--- src/design/dgbs_pkg.sv ---
`timescale 1ns / 1ps
// ----------------------------------------------------------------------------
// dgbs_pkg
// Shared types, constants and glyph tables for the decimal glyph byte sequencer.
// ----------------------------------------------------------------------------
package dgbs_pkg;

    localparam int DGBS_FIFO_DEPTH = 4;

    localparam int DGBS_TEMP_W     = 10;
    localparam int DGBS_ROW_W      = 2;
    localparam int DGBS_RAW_W      = DGBS_TEMP_W + DGBS_ROW_W;
    localparam int DGBS_S_TDATA_W  = 16;
    localparam int DGBS_M_TDATA_W  = 8;

    // reciprocal multipliers for the constant divisions
    localparam logic [12:0] DIV100_MUL   = 13'd5243;
    localparam int          DIV100_SHIFT = 19;
    localparam logic [7:0]  DIV10_MUL    = 8'd205;
    localparam int          DIV10_SHIFT  = 11;
    localparam logic [9:0]  RADIX_HUNDRED = 10'd100;
    localparam logic [6:0]  RADIX_TEN     = 7'd10;

    localparam logic [7:0] CMD_COLUMN   = 8'h8f;
    localparam logic [7:0] POINT_COLUMN = 8'h80;
    localparam logic [7:0] ROW_CMD_0    = 8'h40;
    localparam logic [7:0] ROW_CMD_1    = 8'h42;
    localparam logic [7:0] ROW_CMD_2    = 8'h44;

    localparam logic [1:0] ROW_0    = 2'd0;
    localparam logic [1:0] ROW_1    = 2'd1;
    localparam logic [1:0] ROW_2    = 2'd2;
    localparam logic [1:0] ROW_NONE = 2'd3;

    localparam logic [3:0] DIGIT_ONE = 4'd1;
    localparam logic [3:0] DIGIT_MAX = 4'd9;

    localparam logic [2:0] GLYPH_LAST      = 3'd6;
    localparam logic [2:0] GLYPH_LAST_WIDE = 3'd7;

    typedef struct packed {
        logic [3:0] hundreds;
        logic [3:0] tens;
        logic [3:0] ones;
        logic [1:0] row;
    } dgbs_item_t;

    // eight columns per digit, column 0 in the low byte
    function automatic logic [63:0] glyph_row(input logic [3:0] digit);
        logic [63:0] r;
        case (digit)
            4'd0:    r = 64'h00007C8A92A27C00;
            4'd1:    r = 64'h008080FE84880000;
            4'd2:    r = 64'h00008C92A2C28400;
            4'd3:    r = 64'h00006C9292824400;
            4'd4:    r = 64'h000020FE24283000;
            4'd5:    r = 64'h0000629292925E00;
            4'd6:    r = 64'h0000649292927C00;
            4'd7:    r = 64'h0000060A12E20200;
            4'd8:    r = 64'h00006C9292926C00;
            4'd9:    r = 64'h00007C9292924C00;
            default: r = 64'h0;
        endcase
        return r;
    endfunction

    function automatic logic [7:0] glyph_col(input logic [3:0] digit, input logic [2:0] col);
        logic [63:0] r;
        r = glyph_row(digit);
        return r[{col, 3'b000} +: 8];
    endfunction

    function automatic logic [2:0] glyph_last(input logic [3:0] digit);
        return (digit == DIGIT_ONE) ? GLYPH_LAST_WIDE : GLYPH_LAST;
    endfunction

    function automatic logic [7:0] row_cmd(input logic [1:0] row);
        logic [7:0] c;
        case (row)
            ROW_0:   c = ROW_CMD_0;
            ROW_1:   c = ROW_CMD_1;
            ROW_2:   c = ROW_CMD_2;
            default: c = 8'h00;
        endcase
        return c;
    endfunction

endpackage

--- src/design/dgbs_fifo.sv ---
`timescale 1ns / 1ps
// ----------------------------------------------------------------------------
// dgbs_fifo
// Input word queue in a synchronous memory; read data is registered and valid in the cycle after a pop.
// ----------------------------------------------------------------------------
module dgbs_fifo #(
    parameter int DEPTH = dgbs_pkg::DGBS_FIFO_DEPTH
) (
    input  logic                          clk,
    input  logic                          rst_n,
    input  logic                          push,
    input  logic [dgbs_pkg::DGBS_RAW_W-1:0] push_data,
    output logic                          full,
    input  logic                          pop,
    output logic                          not_empty,
    output logic                          rd_valid,
    output logic [dgbs_pkg::DGBS_RAW_W-1:0] rd_data
);
    import dgbs_pkg::*;

    localparam int AW = $clog2(DEPTH);
    localparam int CW = $clog2(DEPTH + 1);

    logic [DGBS_RAW_W-1:0] mem [0:DEPTH-1];
    logic [AW-1:0]         wr_ptr_reg, wr_ptr_next;
    logic [AW-1:0]         rd_ptr_reg, rd_ptr_next;
    logic [CW-1:0]         count_reg, count_next;
    logic                  rd_valid_reg;
    logic [DGBS_RAW_W-1:0] rd_data_reg;

    assign full      = (count_reg == CW'(DEPTH));
    assign not_empty = (count_reg != '0);
    assign rd_valid  = rd_valid_reg;
    assign rd_data   = rd_data_reg;

    always_comb
    begin
        wr_ptr_next = wr_ptr_reg;
        rd_ptr_next = rd_ptr_reg;
        count_next  = count_reg;
        if (push)
        begin
            wr_ptr_next = (wr_ptr_reg == AW'(DEPTH - 1)) ? '0 : wr_ptr_reg + 1'b1;
        end
        if (pop)
        begin
            rd_ptr_next = (rd_ptr_reg == AW'(DEPTH - 1)) ? '0 : rd_ptr_reg + 1'b1;
        end
        if (push && !pop)
        begin
            count_next = count_reg + 1'b1;
        end
        else if (pop && !push)
        begin
            count_next = count_reg - 1'b1;
        end
    end

    always_ff @(posedge clk or negedge rst_n)
    begin
        if (!rst_n)
        begin
            wr_ptr_reg   <= '0;
            rd_ptr_reg   <= '0;
            count_reg    <= '0;
            rd_valid_reg <= 1'b0;
        end
        else
        begin
            wr_ptr_reg   <= wr_ptr_next;
            rd_ptr_reg   <= rd_ptr_next;
            count_reg    <= count_next;
            rd_valid_reg <= pop;
        end
    end

    // pop only with a stored entry, so the read slot never equals the write slot
    always_ff @(posedge clk)
    begin
        if (push)
        begin
            mem[wr_ptr_reg] <= push_data;
        end
        if (pop)
        begin
            rd_data_reg <= mem[rd_ptr_reg];
        end
    end

endmodule

--- src/design/dgbs_split.sv ---
`timescale 1ns / 1ps
// ----------------------------------------------------------------------------
// dgbs_split
// Four stage pipeline splitting the value into hundreds, tens and ones.
// ----------------------------------------------------------------------------
module dgbs_split (
    input  logic                            clk,
    input  logic                            rst_n,
    input  logic                            in_valid,
    input  logic [dgbs_pkg::DGBS_RAW_W-1:0] in_raw,
    output logic                            out_valid,
    output dgbs_pkg::dgbs_item_t            out_item
);
    import dgbs_pkg::*;

    logic [DGBS_TEMP_W-1:0] v_in;
    logic [22:0]            prod_a;
    logic [6:0]             rem_b;
    logic [14:0]            prod_c;
    logic [3:0]             ones_d;

    logic                   a_valid_reg, b_valid_reg, c_valid_reg, d_valid_reg;
    logic [DGBS_TEMP_W-1:0] v_a_reg;
    logic [3:0]             h_a_reg, h_b_reg, h_c_reg;
    logic [1:0]             row_a_reg, row_b_reg, row_c_reg;
    logic [6:0]             rem_b_reg, rem_c_reg;
    logic [3:0]             t_c_reg;
    dgbs_item_t             item_d_reg;

    assign v_in   = in_raw[DGBS_TEMP_W-1:0];
    assign prod_a = 23'(v_in) * 23'(DIV100_MUL);
    assign rem_b  = 7'(v_a_reg - 10'(h_a_reg) * RADIX_HUNDRED);
    assign prod_c = 15'(rem_b_reg) * 15'(DIV10_MUL);
    assign ones_d = 4'(rem_c_reg - 7'(t_c_reg) * RADIX_TEN);

    assign out_valid = d_valid_reg;
    assign out_item  = item_d_reg;

    always_ff @(posedge clk or negedge rst_n)
    begin
        if (!rst_n)
        begin
            a_valid_reg <= 1'b0;
            b_valid_reg <= 1'b0;
            c_valid_reg <= 1'b0;
            d_valid_reg <= 1'b0;
        end
        else
        begin
            a_valid_reg <= in_valid;
            b_valid_reg <= a_valid_reg;
            c_valid_reg <= b_valid_reg;
            d_valid_reg <= c_valid_reg;
        end
    end

    always_ff @(posedge clk)
    begin
        // hundreds by reciprocal, exact over the 10-bit range
        v_a_reg   <= v_in;
        h_a_reg   <= 4'(prod_a >> DIV100_SHIFT);
        row_a_reg <= in_raw[DGBS_RAW_W-1:DGBS_TEMP_W];

        rem_b_reg <= rem_b;
        h_b_reg   <= h_a_reg;
        row_b_reg <= row_a_reg;

        rem_c_reg <= rem_b_reg;
        t_c_reg   <= 4'(prod_c >> DIV10_SHIFT);
        h_c_reg   <= h_b_reg;
        row_c_reg <= row_b_reg;

        item_d_reg.hundreds <= h_c_reg;
        item_d_reg.tens     <= t_c_reg;
        item_d_reg.ones     <= ones_d;
        item_d_reg.row      <= row_c_reg;
    end

endmodule

--- src/design/dgbs_emit.sv ---
`timescale 1ns / 1ps
// ----------------------------------------------------------------------------
// dgbs_emit
// Byte sequencer with registered output: commands, glyph columns, point.
// ----------------------------------------------------------------------------
module dgbs_emit (
    input  logic                 clk,
    input  logic                 rst_n,
    input  logic                 item_valid,
    input  dgbs_pkg::dgbs_item_t item,
    output logic                 item_take,
    output logic                 m_tvalid,
    input  logic                 m_tready,
    output logic [7:0]           m_tdata,
    output logic                 m_tuser,
    output logic                 m_tlast
);
    import dgbs_pkg::*;

    typedef enum logic [6:0] {
        ST_IDLE  = 7'b0000001,
        ST_CMD   = 7'b0000010,
        ST_ROW   = 7'b0000100,
        ST_HUND  = 7'b0001000,
        ST_TENS  = 7'b0010000,
        ST_POINT = 7'b0100000,
        ST_ONES  = 7'b1000000
    } emit_state_t;

    emit_state_t state_reg, state_next;
    logic [2:0]  col_reg, col_next;
    dgbs_item_t  item_reg, item_next;
    logic        m_tvalid_reg, m_tvalid_next;
    logic [7:0]  m_tdata_reg, m_tdata_next;
    logic        m_tuser_reg, m_tuser_next;
    logic        m_tlast_reg, m_tlast_next;

    logic        advance;
    logic [3:0]  cur_digit;
    logic [7:0]  cur_byte;
    logic        at_end;
    emit_state_t glyph_start;

    assign m_tvalid = m_tvalid_reg;
    assign m_tdata  = m_tdata_reg;
    assign m_tuser  = m_tuser_reg;
    assign m_tlast  = m_tlast_reg;

    assign advance   = !m_tvalid_reg || m_tready;
    assign cur_digit = (state_reg == ST_HUND) ? item_reg.hundreds :
                       (state_reg == ST_TENS) ? item_reg.tens : item_reg.ones;
    assign cur_byte  = glyph_col(cur_digit, col_reg);
    assign at_end    = (col_reg == glyph_last(cur_digit));
    // hundreds digit of ten has no glyph
    assign glyph_start = (item_reg.hundreds > DIGIT_MAX) ? ST_TENS : ST_HUND;

    always_comb
    begin
        state_next    = state_reg;
        col_next      = col_reg;
        item_next     = item_reg;
        item_take     = 1'b0;
        m_tvalid_next = m_tvalid_reg;
        m_tdata_next  = m_tdata_reg;
        m_tuser_next  = m_tuser_reg;
        m_tlast_next  = m_tlast_reg;
        if (advance)
        begin
            m_tvalid_next = 1'b1;
            m_tlast_next  = 1'b0;
            m_tuser_next  = 1'b1;
            m_tdata_next  = cur_byte;
            case (state_reg)
                ST_IDLE:
                begin
                    m_tvalid_next = 1'b0;
                    if (item_valid)
                    begin
                        item_take  = 1'b1;
                        item_next  = item;
                        state_next = ST_CMD;
                    end
                end
                ST_CMD:
                begin
                    m_tdata_next = CMD_COLUMN;
                    m_tuser_next = 1'b0;
                    col_next     = '0;
                    state_next   = (item_reg.row != ROW_NONE) ? ST_ROW : glyph_start;
                end
                ST_ROW:
                begin
                    m_tdata_next = row_cmd(item_reg.row);
                    m_tuser_next = 1'b0;
                    col_next     = '0;
                    state_next   = glyph_start;
                end
                ST_HUND, ST_TENS:
                begin
                    if (at_end)
                    begin
                        col_next   = '0;
                        state_next = (state_reg == ST_HUND) ? ST_TENS : ST_POINT;
                    end
                    else
                    begin
                        col_next = col_reg + 1'b1;
                    end
                end
                ST_POINT:
                begin
                    m_tdata_next = POINT_COLUMN;
                    col_next     = '0;
                    state_next   = ST_ONES;
                end
                ST_ONES:
                begin
                    if (at_end)
                    begin
                        m_tlast_next = 1'b1;
                        col_next     = '0;
                        // chain straight into the next number when one is waiting
                        if (item_valid)
                        begin
                            item_take  = 1'b1;
                            item_next  = item;
                            state_next = ST_CMD;
                        end
                        else
                        begin
                            state_next = ST_IDLE;
                        end
                    end
                    else
                    begin
                        col_next = col_reg + 1'b1;
                    end
                end
                default:
                begin
                    m_tvalid_next = 1'b0;
                    state_next    = ST_IDLE;
                end
            endcase
        end
    end

    always_ff @(posedge clk or negedge rst_n)
    begin
        if (!rst_n)
        begin
            state_reg    <= ST_IDLE;
            col_reg      <= '0;
            m_tvalid_reg <= 1'b0;
        end
        else
        begin
            state_reg    <= state_next;
            col_reg      <= col_next;
            m_tvalid_reg <= m_tvalid_next;
        end
    end

    always_ff @(posedge clk)
    begin
        item_reg    <= item_next;
        m_tdata_reg <= m_tdata_next;
        m_tuser_reg <= m_tuser_next;
        m_tlast_reg <= m_tlast_next;
    end

endmodule

--- src/design/decimal_glyph_byte_sequencer.sv ---
`timescale 1ns / 1ps
// ----------------------------------------------------------------------------
// decimal_glyph_byte_sequencer
// Turns a temperature in tenths and a row into a display command/glyph stream.
//
//   channel   dir   payload                                  end marker
//   s_axis    in    tdata: temp_tenths[9:0], row[11:10]      -
//   m_axis    out   tdata: byte_value[7:0], tuser: is_data   tlast
//
// each number yields 16 to 27 output words (23 to 27 below 1000), one per cycle
// while m_tready is high; the output word register sets the sustained rate. each
// number taken passes the queue read, four split stages, the item hold and the
// sequencer load before its first word appears. numbers queue in a small
// memory while the previous one streams out. reset clears all control state;
// m_tready low holds the output word and the whole sequence in place.
// ----------------------------------------------------------------------------
module decimal_glyph_byte_sequencer #(
    parameter int FIFO_DEPTH = dgbs_pkg::DGBS_FIFO_DEPTH
) (
    input  logic                                clk,
    input  logic                                rst_n,
    input  logic                                s_tvalid,
    output logic                                s_tready,
    input  logic [dgbs_pkg::DGBS_S_TDATA_W-1:0] s_tdata,   // temp_tenths[9:0], row[11:10]
    output logic                                m_tvalid,
    input  logic                                m_tready,
    output logic [dgbs_pkg::DGBS_M_TDATA_W-1:0] m_tdata,   // byte_value[7:0]
    output logic                                m_tuser,   // is_data[0]
    output logic                                m_tlast
);
    import dgbs_pkg::*;

    logic                  fifo_full;
    logic                  fifo_not_empty;
    logic                  fifo_pop;
    logic                  fifo_rd_valid;
    logic [DGBS_RAW_W-1:0] fifo_rd_data;
    logic                  split_valid;
    dgbs_item_t            split_item;
    logic                  item_take;

    logic                  pend_reg, pend_next;
    logic                  hold_valid_reg, hold_valid_next;
    dgbs_item_t            hold_reg;

    assign s_tready = !fifo_full;
    // one number in flight between the queue and the hold register
    assign fifo_pop = fifo_not_empty && !pend_reg && !hold_valid_reg;

    always_comb
    begin
        pend_next       = pend_reg;
        hold_valid_next = hold_valid_reg;
        if (fifo_pop)
        begin
            pend_next = 1'b1;
        end
        if (split_valid)
        begin
            pend_next       = 1'b0;
            hold_valid_next = 1'b1;
        end
        if (item_take)
        begin
            hold_valid_next = 1'b0;
        end
    end

    always_ff @(posedge clk or negedge rst_n)
    begin
        if (!rst_n)
        begin
            pend_reg       <= 1'b0;
            hold_valid_reg <= 1'b0;
        end
        else
        begin
            pend_reg       <= pend_next;
            hold_valid_reg <= hold_valid_next;
        end
    end

    always_ff @(posedge clk)
    begin
        if (split_valid)
        begin
            hold_reg <= split_item;
        end
    end

    dgbs_fifo #(
        .DEPTH (FIFO_DEPTH)
    ) u_fifo (
        .clk       (clk),
        .rst_n     (rst_n),
        .push      (s_tvalid && s_tready),
        .push_data (s_tdata[DGBS_RAW_W-1:0]),
        .full      (fifo_full),
        .pop       (fifo_pop),
        .not_empty (fifo_not_empty),
        .rd_valid  (fifo_rd_valid),
        .rd_data   (fifo_rd_data)
    );

    dgbs_split u_split (
        .clk       (clk),
        .rst_n     (rst_n),
        .in_valid  (fifo_rd_valid),
        .in_raw    (fifo_rd_data),
        .out_valid (split_valid),
        .out_item  (split_item)
    );

    dgbs_emit u_emit (
        .clk        (clk),
        .rst_n      (rst_n),
        .item_valid (hold_valid_reg),
        .item       (hold_reg),
        .item_take  (item_take),
        .m_tvalid   (m_tvalid),
        .m_tready   (m_tready),
        .m_tdata    (m_tdata),
        .m_tuser    (m_tuser),
        .m_tlast    (m_tlast)
    );

endmodule

--- config.mk ---
export PLATFORM = sky130hd
export DESIGN_NAME = decimal_glyph_byte_sequencer
export DESIGN_NICKNAME = d
export VERILOG_FILES = /design/src/design/dgbs_pkg.sv /design/src/design/dgbs_fifo.sv /design/src/design/dgbs_split.sv /design/src/design/dgbs_emit.sv /design/src/design/decimal_glyph_byte_sequencer.sv
export SDC_FILE = /design/constraint.sdc
export NUM_CORES = 1
export LEC_CHECK = 0
export ABC_AREA = 1
export BUFFER_PORTS_ARGS = -buffer_cell sky130_fd_sc_hd__buf_2
export CAP_MARGIN = 20
export CELL_PAD_IN_SITES_DETAIL_PLACEMENT = 1
export CELL_PAD_IN_SITES_GLOBAL_PLACEMENT = 1
export CORE_MARGIN = 2
export CORE_UTILIZATION = 40
export DETAILED_ROUTE_END_ITERATION = 7
export PLACE_DENSITY_LB_ADDON = 0.1
export REMOVE_ABC_BUFFERS = 1
export SYNTH_ARGS = -nofsm -noshare
export SYNTH_HDL_FRONTEND = slang
export SYNTH_SLANG_ARGS = --single-unit
--- constraint.sdc ---
create_clock -name clk -period 10.8 [get_ports clk]
set_input_delay 2.7 -clock clk [delete_from_list [all_inputs] [get_ports clk]]
set_output_delay 2.7 -clock clk [all_outputs]
set_load 0.02 [all_outputs]
After elaboration in Yosys (flattened, before gate mapping). Memories as Yosys holds them, arrays and structs flattened. A register that Yosys moved wholly into a read port is not among the register bits. Cells that the tools add are included.

ROM bits: 528. Memories: 2. Output and inout port bits: 12. Register bits after elaboration: 117. Bits of input ports: 20. RAM bits: 48. Logic and storage cells: 133.

Reduce and logical (&&, ||, !) cells: 27. Muxes and demuxes: 35. Equal/unequal tests: 18. Magnitude comparators: 1. Add/subtract/negate cells: 7. Shifts and indexed selects: 1. $mul: 4.

Memories: (no name shown) (words 16, width 33, rd ports 1, clocked after Yosys merged registers in 0, write ports 0, line dgbs_pkg.sv:51) `case (digit)`; u_fifo.mem (words 4, width 12, rd ports 1, clocked after Yosys merged registers in 1, write ports 1, line dgbs_fifo.sv:24) `logic [DGBS_RAW_W-1:0] mem [0:DEPTH-1];`.

Operators with widths (number): indexed part select 64 x 7 -> 8 bit (1); one-hot mux 7 bit (6 select lines) (1); 2-to-1 mux 14 bit (2); 2-to-1 mux 7 bit (4); one-hot mux 14 bit (2 select lines) (1); one-hot mux 8 bit (3 select lines) (1); multiplier 10 x 13 -> 23 bit, second input constant (1); one-hot mux 7 bit (3 select lines) (1); multiplier 7 x 8 -> 15 bit, second input constant (1); 2-to-1 mux 1 bit (13); nonzero test 2 bit (5); 2-to-1 mux 3 bit (3); 2-to-1 mux 4 bit (2); equality test 7 x 1 -> 1 bit, second input constant (1); equality test 7 x 2 -> 1 bit, second input constant (1); equality test 7 x 3 -> 1 bit, second input constant (1); equality test 7 x 4 -> 1 bit, second input constant (1); equality test 7 x 5 -> 1 bit, second input constant (1); equality test 7 x 6 -> 1 bit, second input constant (1); equality test 7 bit, second input constant (1); subtractor 7 bit (1); adder 3 x 1 -> 3 bit, second input constant (2); equality test 2 bit, second input constant (3); zero test 1 bit (6); other kinds (27) (38).

Longest topological paths before layout. Gate-level depths: netlist (run 1).

Depth after elaboration: 10. Depth in mapped cells: 19. Depth with buffers taken out: 19.

Modules after synthesis. Synthesis (run 1) repeated with hierarchy kept, for this count alone.

Cell total of the unflattened synthesis: 1102. Area, all modules: 10607.7 um2.

By module, submodules not included: dgbs_split (area each 4946.0 um2, cells an instance 564, sequential area each 1181.1 um2, times used 1); dgbs_fifo (area each 2762.6 um2, cells an instance 206, sequential area each 2001.9 um2, times used 1); dgbs_emit (area each 2383.5 um2, cells an instance 306, sequential area each 997.2 um2, times used 1); decimal_glyph_byte_sequencer (area each 515.5 um2, cells an instance 26, sequential area each 470.5 um2, times used 1).

Least setup slack after synthesis (run 1). OpenSTA, ideal clock, no wires.

Path kind: register to register. Start: register u_fifo.rd_data_reg[4], in the netlist u_fifo.rd_data[4] (read register of u_fifo.mem). End: register u_split.h_a_reg[0]. Setup slack: 6589 ps. Setup time: 120 ps. Clock period less this slack: 4211 ps. Path buffers: 0. Arrival time: 4091 ps. Stages on the path, launching flop included: 14. Required time: 10680 ps. Path through: edfxtp_1 inv_1 fa_1 fa_1 fa_1 inv_1 fa_1 fa_1 ha_1 a21o_1 a211o_1 nand2_1 nand3_1 xor2_1.

Word-level cells in the longest chain between the ends: 1.

RTL lines: from (decl) (line dgbs_fifo.sv:29) `logic [DGBS_RAW_W-1:0] rd_data_reg;`; multiplier 10 x 13 -> 23 bit (line dgbs_split.sv:31) `assign prod_a = 23'(v_in) * 23'(DIV100_MUL);`; via u_split.prod_a[19] (line dgbs_split.sv:17) `logic [22:0] prod_a;`; to (signal assigned) (line dgbs_split.sv:61) `h_a_reg <= 4'(prod_a >> DIV100_SHIFT);`; to (decl) (line dgbs_split.sv:24) `logic [3:0] h_a_reg, h_b_reg, h_c_reg;`.

The timed path passes the listed nets, and every way through them passes these cells. A chain may end at the register's enable or synchronous reset.

Final worst setup path (run 1).
Start: register u_fifo.rd_data_reg[7], in the netlist u_fifo.rd_data[7] (read register of u_fifo.mem). End: register u_split.h_a_reg[3].

The elaborated chain is that of the path after synthesis.

==> results of run 1 <==
## cell families (layout without fill, tap and decap cells)
logic type / after synthesis / count (layout) / share of synthesized area (%)
AND/OR/NAND/NOR: 318 / 318 / 15.2
flip-flops: 177 / 177 / 46.3
adder cells (fa/ha/maj): 169 / 169 / 24.4
buffers and inverters: 161 / 216 / 6.05
AO/OA/AOI/OAI: 111 / 111 / 6.29
XOR/XNOR: 20 / 20 / 1.74
## worst max-delay path: stages, from the launching register on
cell	delay, ns
edfxtp_1	0.53
fa_1	0.64
fa_1	0.47
fa_1	0.55
inv_1	0.05
fa_1	0.55
inv_1	0.06
fa_1	0.46
ha_1	0.38
nand2_1	0.10
nor2_1	0.11
inv_1	0.06
nor3_1	0.15
nand3_1	0.13
nand3_1	0.20
xor2_1	0.19
## metrics by stage
| stage | cells | instance area (µm²) | utilization, % | setup slack [ns] |
|---|---|---|---|---|
| after detailed placement | 1303 | 10600 | 43.3 | 6.11 |
| after CTS | 1335 | 11200 | 45.6 | 6.09 |
| after global routing | 1335 | 11200 | 45.6 | 5.79 |
| after global placement | 1303 | 10600 | 43.3 | 6.12 |
| final | 1335 | 11200 | 45.6 | 6.10 |
| after floorplan | 946 | 10000 | - | 6.59 |
## per-layer routing
layer	global-route usage, %	vias to the layer above	share of wire [%]
li1	-	3284	-
met1	22.1	3233	46
met2	30.5	64	51
met3	2.65	15	2.0
met4	3.54	0	0.95
met5	0	-	0
## placed cells by master (no fill, tap or decap), types with 4 or more instances in the layout
cell type  synthesis  routed
a21oi_1           31      31
inv_8              0       5
nand2_2            5       5
xnor2_1           10      10
fa_1              45      45
nand2_1          134     134
clkbuf_16          0      17
buf_4              1       6
inv_1            142     142
nor2_1            81      81
nand3_2            6       6
inv_6              0       4
dfrtp_1           24      24
nor2_4             6       6
edfxtp_1          98      98
o21ai_0           43      43
nand3_1           41      41
nand4_1           16      16
a21o_1             4       4
nor3_1             4       4
xor2_1            10      10
inv_2              8       8
buf_2              0      27
nand2_4            7       7
dfxtp_1           54      54
nor2_2             4       4
ha_1             124     124
o22ai_1           15      15
nor4_1             5       5
## synthesized netlist by cell type (all sizes together) (2+ instances only)
cell / count
a21oi: 31
nand3: 48
a31oi: 3
inv: 150
fa: 45
o21ai: 47
ha: 124
buf: 2
o211ai: 2
xnor2: 10
xor2: 10
or2: 3
edfxtp: 98
dfrtp: 24
nand4: 16
clkbuf: 8
a221oi: 2
a21o: 4
nor3: 4
nor4: 5
dfxtp: 54
nand2: 147
nor2: 92
o21bai: 3
nand3b: 2
o22ai: 15
## path summary, 6_finish.rpt
kind / start / endpoint / slack [ns] / cells past startpoint
hold / removal: u_split.rem_c_reg[0] / u_split.out_item[2] / 0.33 / 0
min in group asynchronous: rst_n / u_emit.state_reg[4] / 2.27 / 1
max in group asynchronous: rst_n / u_fifo.rd_valid / 8.12 / 1
hold reg to reg: u_split.rem_c_reg[0] / u_split.out_item[2] / 0.33 / 0
setup / recovery: u_fifo.rd_data[7] / u_split.h_a_reg[3] / 6.10 / 15
setup reg to reg: u_fifo.rd_data[7] / u_split.h_a_reg[3] / 6.10 / 15
## cell type report
type	instances	area, µm²	share of cell area [%]
tap	324	405	3.63
clock inverter	15	144	1.29
clock buffer	17	425	3.81
timing repair buffer	33	180	1.61
multi-input combinational	618	4780	42.9
sequential	177	4650	41.7
inverter	151	567	5.08
==> Flow_metrics.wiki, run 1 <==
{| class="wikitable"
! Metric !! Value
|-
| Status || complete, no violations
|-
| Number of buffers inserted during clock tree synthesis || 17
|-
| Drt pass-1 iters || 4
|-
| Clock slew seen by the registers of the worst setup and hold paths || ~0.070 ns
|-
| Final net count || 1187
|-
| Type of element launching the critical path || flop
|-
| Layout cell share with drive strength beyond 1 || between 10% and 20%
|-
| Clock Path Buffers || 2
|-
| Maximum number of pins on one net before global-route repair || 28
|-
| Clock tree sinks || 177
|-
| CP endpoint kind || flop
|-
| Number of unique standard cell types used by synthesis || 45
|-
| Kind of critical path || reg2reg
|-
| Final worst clock skew || 0.0136 ns
|-
| Yosys synthesis warning count || 0
|-
| Post-synth EDFFs || about 100
|-
| Die W || about 160 µm
|-
| Insertion delay of the later-clocked pin in the worst-skew pair || 0.42 ns
|-
| Overall die area || between 20000 and 30000 µm²
|-
| Post-synthesis area per instance || 10.5 µm²
|-
| WL/cell || between 15 and 20 µm
|-
| Max FFs per register || 48
|-
| DRC || 0
|-
| Number of filler cells placed in the layout || 2725
|-
| Wire length of the first global-routing pass || 35.5 mm
|-
| Quantity of gates resized following cts || 0
|-
| Cell Area, Synth || 10000 µm²
|-
| DPL Wire Length || 16.6 mm
|-
| Wirelength, routed || 21.1 mm
|-
| Cells after synthesis || around 960
|-
| Final worst hold slack || 0.326 ns
|-
| Number of diodes added for antenna fixing || 0
|-
| Number of buffers inserted to repair setup after CTS || 0
|-
| Biggest fanout along the worst timing path || 5
|-
| Top-level port count || 32
|-
| Count of endpoints failing hold in the final timing report || 0
|-
| Data required, critical path || 11.14 ns
|-
| Total of flip-flops plus latches after synthesis || 177
|-
| Row count || 57
|-
| Leading register cell type out of synthesis || edfxtp_1
|-
| Synth area leaders || edfxtp_1 (29%), ha_1 (15%), dfxtp_1 (11%), fa_1 (9.0%), dfrtp_1 (6.0%)
|-
| Setup violators final || 0
|-
| Remaining global-route overflow || 0
|-
| Share of Yosys cell area claimed by the top area cell type || between 20% and 30%
|-
| Via count of the first global-routing pass || 7034
|-
| Most flops, register || u_fifo.mem
|-
| Std-Cell Core Area || 24500 µm²
|-
| Max Transition Viols Final || 0
|-
| Async set-or-reset flop fraction in the synthesized netlist || 14.1%
|-
| Sequential area share after synthesis || 46.3%
|-
| GRT Util Overall || approximately 17%
|-
| Area growth from synthesis to final layout || 11.1%
|-
| Die extent in y || 162 µm
|-
| DRC violation total after the first TritonRoute iteration || about 310
|-
| Via total after detailed routing || 6596
|-
| Antenna violations before repair || 0
|-
| Final period utilization || 43.6%
|-
| RSZ-0062 raised after global routing || false
|-
| Routability congestion estimate || 0.821
|-
| Library cell used as clock root buffer || clkbuf_16
|-
| WP data arrival || a little over 5 ns
|-
| Actual slew at the worst max-slew pin || 0.762 ns
|-
| Setup TNS || 0 ns
|-
| Remaining antenna violation count || 0
|-
| Synth area leader || edfxtp_1
|-
| TritonCTS clock tree || built
|-
| Count of input and output buffers || 27
|-
| Classification of the worst-slack hold path || reg2reg
|-
| Max-Cap Viols || 0
|-
| Final critical-path required period || approximately 4.7 ns
|-
| Ratio of routed vias to standard cells || 4.94
|-
| Maximum clock frequency || 213 MHz
|-
| Relative slew slack || 49.0%
|-
| Initial Utilization || 41.1%
|-
| Hold buffer count at CTS || 0
|-
| H-Tree Depth || 4
|}
Power of run 1 is not shown: default switching activity piles up to over one toggle a cycle in this logic, so the estimate is an artifact.
==> run 2, diff against run 1 <==
==> constraint.sdc (replaced) <==
create_clock -name clk -period 4.4 [get_ports clk]
set_input_delay 1.1 -clock clk [delete_from_list [all_inputs] [get_ports clk]]
set_output_delay 1.1 -clock clk [all_outputs]
set_load 0.02 [all_outputs]
==> Flow_metrics.wiki, run 2 (synthesized netlist as in run 1, its figures left out) <==
{| class="wikitable"
! Metric !! Value
|-
| Remaining antenna violation count || 0
|-
| DRC violation total after the first TritonRoute iteration || 250
|-
| Maximum number of pins on one net before global-route repair || 28
|-
| Layout cell share with drive strength beyond 1 || 14.4%
|-
| Via total after detailed routing || 6648
|-
| Number of diodes added for antenna fixing || 0
|-
| CP endpoint kind || flop
|-
| Final critical-path required period || 4.24 ns
|-
| Source of the worst register-to-register timing path || u_fifo.rd_data[8]
|-
| TritonCTS clock tree || built
|-
| Max-Cap Viols || 0
|-
| WL/cell || 15.9 µm
|-
| Count of input and output buffers || 27
|-
| GRT Util Overall || 17.3%
|-
| Remaining global-route overflow || 0
|-
| Ratio of routed vias to standard cells || between 4 and 5
|-
| Worst hold path depth || 0
|-
| Classification of the worst-slack hold path || reg2reg
|-
| DRC || 0
|-
| Most common cell after layout, fill and taps aside || inv_1
|-
| Biggest fanout along the worst timing path || 5
|-
| Clock tree sinks || 177
|-
| Status || complete, no violations
|-
| Area growth from synthesis to final layout || 14.2%
|-
| Clock slew seen by the registers of the worst setup and hold paths || 0.07 ns
|-
| Kind of critical path || reg2reg
|-
| H-Tree Depth || 4
|-
| Data required, critical path || 4.72 ns
|-
| Top-level port count || 32
|-
| Number of buffers inserted during clock tree synthesis || 17
|-
| RSZ-0062 raised after global routing || true
|-
| Worst min-delay path startpoint || u_split.rem_c_reg[0]
|-
| Library cell used as clock root buffer || clkbuf_16
|-
| DPL Wire Length || 16.7 mm
|-
| Drt pass-1 iters || 4
|-
| Final period utilization || 96.3%
|-
| Die extent in y || 162 µm
|-
| Row count || 57
|-
| Max Transition Viols Final || 0
|-
| Setup TNS || 0 ns
|-
| Hold buffer count at CTS || 0
|-
| R2r endpoint || u_split.h_a_reg[0]
|-
| Actual slew at the worst max-slew pin || 0.733 ns
|-
| Final worst clock skew || 0.0148 ns
|-
| Endpoint with the worst hold slack || u_split.out_item[2]
|-
| Via count of the first global-routing pass || 7099
|-
| Routability congestion estimate || 0.820
|-
| Relative slew slack || between 50% and 60%
|-
| Wirelength, routed || 21.5 mm
|-
| Most frequent cells in the layout || inv_1 (141), nand2_1 (130), ha_1 (118)
|-
| Most flops, register || u_fifo.mem
|-
| WP data arrival || 4.55 ns
|-
| Type of element launching the critical path || flop
|-
| Final net count || between 1000 and 1500
|-
| Clock Path Buffers || 2
|-
| Wire length of the first global-routing pass || approximately 36 mm
|-
| Die W || 162 µm
|-
| Path depth of the worst reg2reg path || 15
|-
| Insertion delay of the later-clocked pin in the worst-skew pair || roughly 0.43 ns
|-
| Overall die area || approximately 26000 µm²
|-
| Setup violators final || 0
|-
| Initial Utilization || 41.1%
|-
| Register-to-register setup slack || 0.16 ns
|-
| Std-Cell Core Area || 24500 µm²
|-
| CP startpoint || u_fifo.rd_data[8]
|-
| Max FFs per register || 48
|-
| Count of endpoints failing hold in the final timing report || 0
|-
| Antenna violations before repair || 0
|-
| Maximum clock frequency || 236 MHz
|}
==> run 2: cell count changes in the layout (fill, tap and decap cells not counted), moves of 3 or more <==
cell,change
buf_4,+14
ha_1,-6
ha_4,+6
nor4_1,-3
nand2_1,-4
==> run 2: repair_timing <==
action | CTS | global route
setup buffers | 1 | 0
gates resized for setup | 7 | 23
pin swaps | 3 | 17
endpoints found under the setup margin | 4 | 4
==> run 2: through the flow <==
stage               cells  hold WS [ns]  setup slack, ns  util (%)  cell area, µm²
finish               1350         0.327            0.165      46.9           11500
global route         1350         0.335          -0.0113      46.9           11500
CTS                  1350         0.329          0.00527      46.4           11300
detailed placement   1317         0.313           -0.107      43.7           10700
global placement     1317         0.310          -0.0694      43.7           10700
floorplan             946         0.310            0.189         -           10000
==> run 2: worst max-delay path, stage by stage (launching register included) <==
cell and delay (ns):
edfxtp_1 0.40, buf_6 0.14, inv_1 0.04, ha_1 0.33, fa_1 0.59, inv_1 0.08, fa_1 0.50, fa_1 0.45
fa_1 0.56, ha_4 0.22, nand2_1 0.11, nor2_1 0.07, a211o_1 0.30, nand2_1 0.09, nand3_2 0.10, xor2_1 0.15
==> run 2: worst max path at each step <==
| stage | depth (start not counted) | end |
|---|---|---|
| 6_report | 15 | u_split.h_a_reg[0] |
| 5_1_grt | 16 | u_split.h_a_reg[0] |
| 3_3_place_gp | 13 | u_split.h_a_reg[1] |
| 4_1_cts | 15 | u_split.h_a_reg[3] |
| 3_5_place_dp | 13 | u_split.h_a_reg[0] |
| 2_1_floorplan | 13 | u_split.h_a_reg[0] |
==> run 2: area by class of cell <==
cell class / count / area [µm²]
clock buffer: 17 / 425
fill: 2690 / 13000
timing repair buffer: 48 / 297
clock inverter: 15 / 170
multi-input combinational: 618 / 4960
inverter: 151 / 567
tap: 324 / 405
sequential: 177 / 4650
==> run 2: routing by layer <==
layer  global-route usage, %  part of all wire [%]  vias to the layer above
li1                        -                     -                     3307
met1                    22.4                    46                     3260
met2                    29.9                    50                       52
met3                    2.98                   1.9                       29
met4                    5.15                   1.7                        0
met5                       0                     0                        -
Power of run 2 is left out for the same reason.
==> run 3, diff against run 2 <==
--- a/config.mk
+++ b/config.mk
@@ -5,7 +5,7 @@
 export SDC_FILE = /design/constraint.sdc
 export NUM_CORES = 1
 export LEC_CHECK = 0
-export ABC_AREA = 1
+export ABC_AREA = 0
 export BUFFER_PORTS_ARGS = -buffer_cell sky130_fd_sc_hd__buf_2
 export CAP_MARGIN = 20
 export CELL_PAD_IN_SITES_DETAIL_PLACEMENT = 1
@@ -13,6 +13,7 @@
 export CORE_MARGIN = 2
 export CORE_UTILIZATION = 40
 export DETAILED_ROUTE_END_ITERATION = 7
+export GPL_TIMING_DRIVEN = 0
 export PLACE_DENSITY_LB_ADDON = 0.1
 export REMOVE_ABC_BUFFERS = 1
 export SYNTH_ARGS = -nofsm -noshare
==> Flow_metrics.wiki, run 3 <==
{| class="wikitable"
! Metric !! Value
|-
| Adder-Cell Fraction of Synth Area || 25.0%
|-
| Yosys synthesis warning count || 0
|-
| CP endpoint kind || flop
|-
| Async set-or-reset flop fraction in the synthesized netlist || between 10 and 15%
|-
| Area growth from synthesis to final layout || 12.8%
|-
| Number of unique standard cell types used by synthesis || 76
|-
| Biggest fanout along the worst timing path || 2
|-
| Max FFs per register || 48
|-
| Share of Yosys cell area claimed by the top area cell type || 30.0%
|-
| Post-synth top cells || ha_1 (124), inv_1 (108), edfxtp_1 (98)
|-
| Via total after detailed routing || 5936
|-
| Fraction of synthesized area in multiplexers || 4.04%
|-
| Die W || approximately 160 µm
|-
| Actual slew at the worst max-slew pin || 1.06 ns
|-
| Cell Area, Synth || ~9800 µm²
|-
| Number of buffers inserted during clock tree synthesis || 17
|-
| Count of input and output buffers || 27
|-
| H-Tree Depth || 4
|-
| Drt pass-1 iters || 4
|-
| Relative slew slack || between 20 and 30%
|-
| Setup TNS || -0.803 ns
|-
| Initial Utilization || between 40% and 50%
|-
| Clock Path Buffers || 2
|-
| Remaining antenna violation count || 0
|-
| Final worst clock skew || roughly 0.011 ns
|-
| Share of the synthesized netlist area taken by xor and xnor gates || between 1.5 and 2%
|-
| Ratio of routed vias to standard cells || 5.11
|-
| Remaining global-route overflow || 0
|-
| Classification of the worst-slack hold path || reg2reg
|-
| Sequential area share after synthesis || 47.5%
|-
| Layout cell share with drive strength beyond 1 || 16.5%
|-
| GRT Util Overall || 16.8%
|-
| Number of diodes added for antenna fixing || 0
|-
| Worst setup margin || -0.251 ns
|-
| Final net count || 1014
|-
| Row count || 57
|-
| Most flops, register || u_fifo.mem
|-
| Final period utilization || 106%
|-
| Post-synthesis compound-gate area fraction || 8.56%
|-
| Routability congestion estimate || 0.809
|-
| DPL Wire Length || 14.7 mm
|-
| WL/cell || 17.4 µm
|-
| Post-layout util || 45.7%
|-
| Clock tree sinks || 177
|-
| Top-level port count || 32
|-
| Cells after synthesis || 784
|-
| Via count of the first global-routing pass || 6614
|-
| Status || finished, violations left
|-
| Kind of critical path || reg2reg
|-
| Count of endpoints failing hold in the final timing report || 0
|-
| Synth area leaders || edfxtp_1 (30%), ha_1 (16%), dfxtp_1 (11%), fa_1 (9.2%), dfrtp_1 (6.1%)
|-
| Maximum clock frequency || 215 MHz
|-
| Total of flip-flops plus latches after synthesis || 177
|-
| Post-synth EDFFs || 98
|-
| DRC violation total after the first TritonRoute iteration || 289
|-
| Wire length of the first global-routing pass || around 34 mm
|-
| Most common cell after layout, fill and taps aside || ha_1
|-
| Most frequent cells in the layout || ha_1 (119), inv_1 (103), edfxtp_1 (98)
|-
| TritonCTS clock tree || built
|-
| Overall die area || about 26000 µm²
|-
| WP data arrival || 5.00 ns
|-
| Library cell used as clock root buffer || clkbuf_16
|-
| Leading register cell type out of synthesis || edfxtp_1
|-
| Std-Cell Core Area || 24200 µm²
|-
| Data required, critical path || 4.75 ns
|-
| Clock slew seen by the registers of the worst setup and hold paths || around 0.080 ns
|-
| Violations in the final reports || setup timing
|-
| DRC || 0
|-
| Most common cell in the netlist || ha_1
|-
| Synth area leader || edfxtp_1
|-
| Post-synthesis area per instance || 12.5 µm²
|-
| Final critical-path required period || 4.65 ns
|-
| Setup violators final || 4
|-
| Wirelength, routed || between 20 and 25 mm
|-
| Type of element launching the critical path || flop
|-
| RSZ-0062 raised after global routing || true
|-
| Max-Cap Viols || 0
|-
| Hold buffer count at CTS || 0
|-
| Insertion delay of the later-clocked pin in the worst-skew pair || 0.43 ns
|-
| Antenna violations before repair || 0
|-
| Die extent in y || 160 µm
|-
| Max Transition Viols Final || 0
|-
| Simple-gate share of the synthesized area || 7.21%
|-
| Maximum number of pins on one net before global-route repair || 33
|-
| Main combinational cell family by area after synthesis || adder cells
|}
-- run 3: changes by cell type after synthesis, sizes merged, moves of 12 or more --
cell   previous run  this run
buf               2        16
inv             150       108
mux4              0        12
nand2           147        39
nand3            48        11
nand4            16         4
nor2             92        37
o21ai            47        28
-- run 3: worst max-delay path, stage by stage (launching register included) --
cell	delay, ns
edfxtp_1	0.43
inv_1	0.08
fa_1	0.54
inv_2	0.05
fa_2	0.57
ha_4	0.21
fa_1	0.47
inv_1	0.05
fa_1	0.49
inv_2	0.05
ha_4	0.14
a21o_1	0.18
a21o_1	0.15
a221o_1	0.32
o211ai_1	0.17
buf_4	0.16
a211oi_4	0.07
o21a_1	0.22
nor2_2	0.10
xnor2_1	0.13
-- run 3: cell type report --
cell class | instances | area [µm²]
timing repair buffer | 46 | 297
clock inverter | 14 | 140
multi-input combinational | 475 | 4710
clock buffer | 18 | 439
inverter | 108 | 405
sequential | 177 | 4650
tap | 324 | 405
fill | 2514 | 13100
-- run 3: cell families (layout without fill, tap and decap cells) --
| family | after synthesis | in the layout |
|---|---|---|
| flip-flops | 177 | 177 |
| multiplexers | 23 | 23 |
| AO/OA/AOI/OAI | 118 | 118 |
| XOR/XNOR | 22 | 22 |
| adder cells (fa/ha/maj) | 169 | 169 |
| AND/OR/NAND/NOR | 143 | 143 |
| buffers and inverters | 132 | 186 |
-- run 3: worst paths after layout --
check	startpoint	end	slack, ns	cells past startpoint
min in group asynchronous	rst_n	u_fifo.wr_ptr_reg[1]	0.69	1
hold / removal	u_split.t_c_reg[3]	u_split.out_item[9]	0.33	0
setup reg to reg	u_fifo.rd_data[1]	u_split.h_a_reg[3]	-0.25	19
hold reg to reg	u_split.t_c_reg[3]	u_split.out_item[9]	0.33	0
max in group asynchronous	rst_n	u_emit.state_reg[5]	3.28	1
setup / recovery	u_fifo.rd_data[1]	u_split.h_a_reg[3]	-0.25	19
-- run 3: through the flow --
stage	hold slack, ns	cells	cell area (µm²)	worst slack, ns
2_1_floorplan	0.310	760	9640	-0.136
3_5_place_dp	0.314	1112	10200	-0.852
4_1_cts	0.330	1162	11000	-0.301
5_1_grt	0.341	1162	11100	-0.518
6_report	0.329	1162	11100	-0.251
3_3_place_gp	0.310	1111	10200	-0.758
-- run 3: layer usage --
layer	vias to the layer above	wire length (µm)	global-route usage, %
met1	3006	8990	20.8
met3	17	578	3.38
met4	0	267	4.38
met5	-	0	0
li1	2842	-	-
met2	71	10400	30.0
-- run 3: repair_timing --
action,in CTS,in global routing
endpoints found under the setup margin,4,22
gates resized for setup,19,9
hold endpoints to repair,0,0
setup buffers,18,0
pin swaps,35,10
Power of run 3 is left out for the same reason.
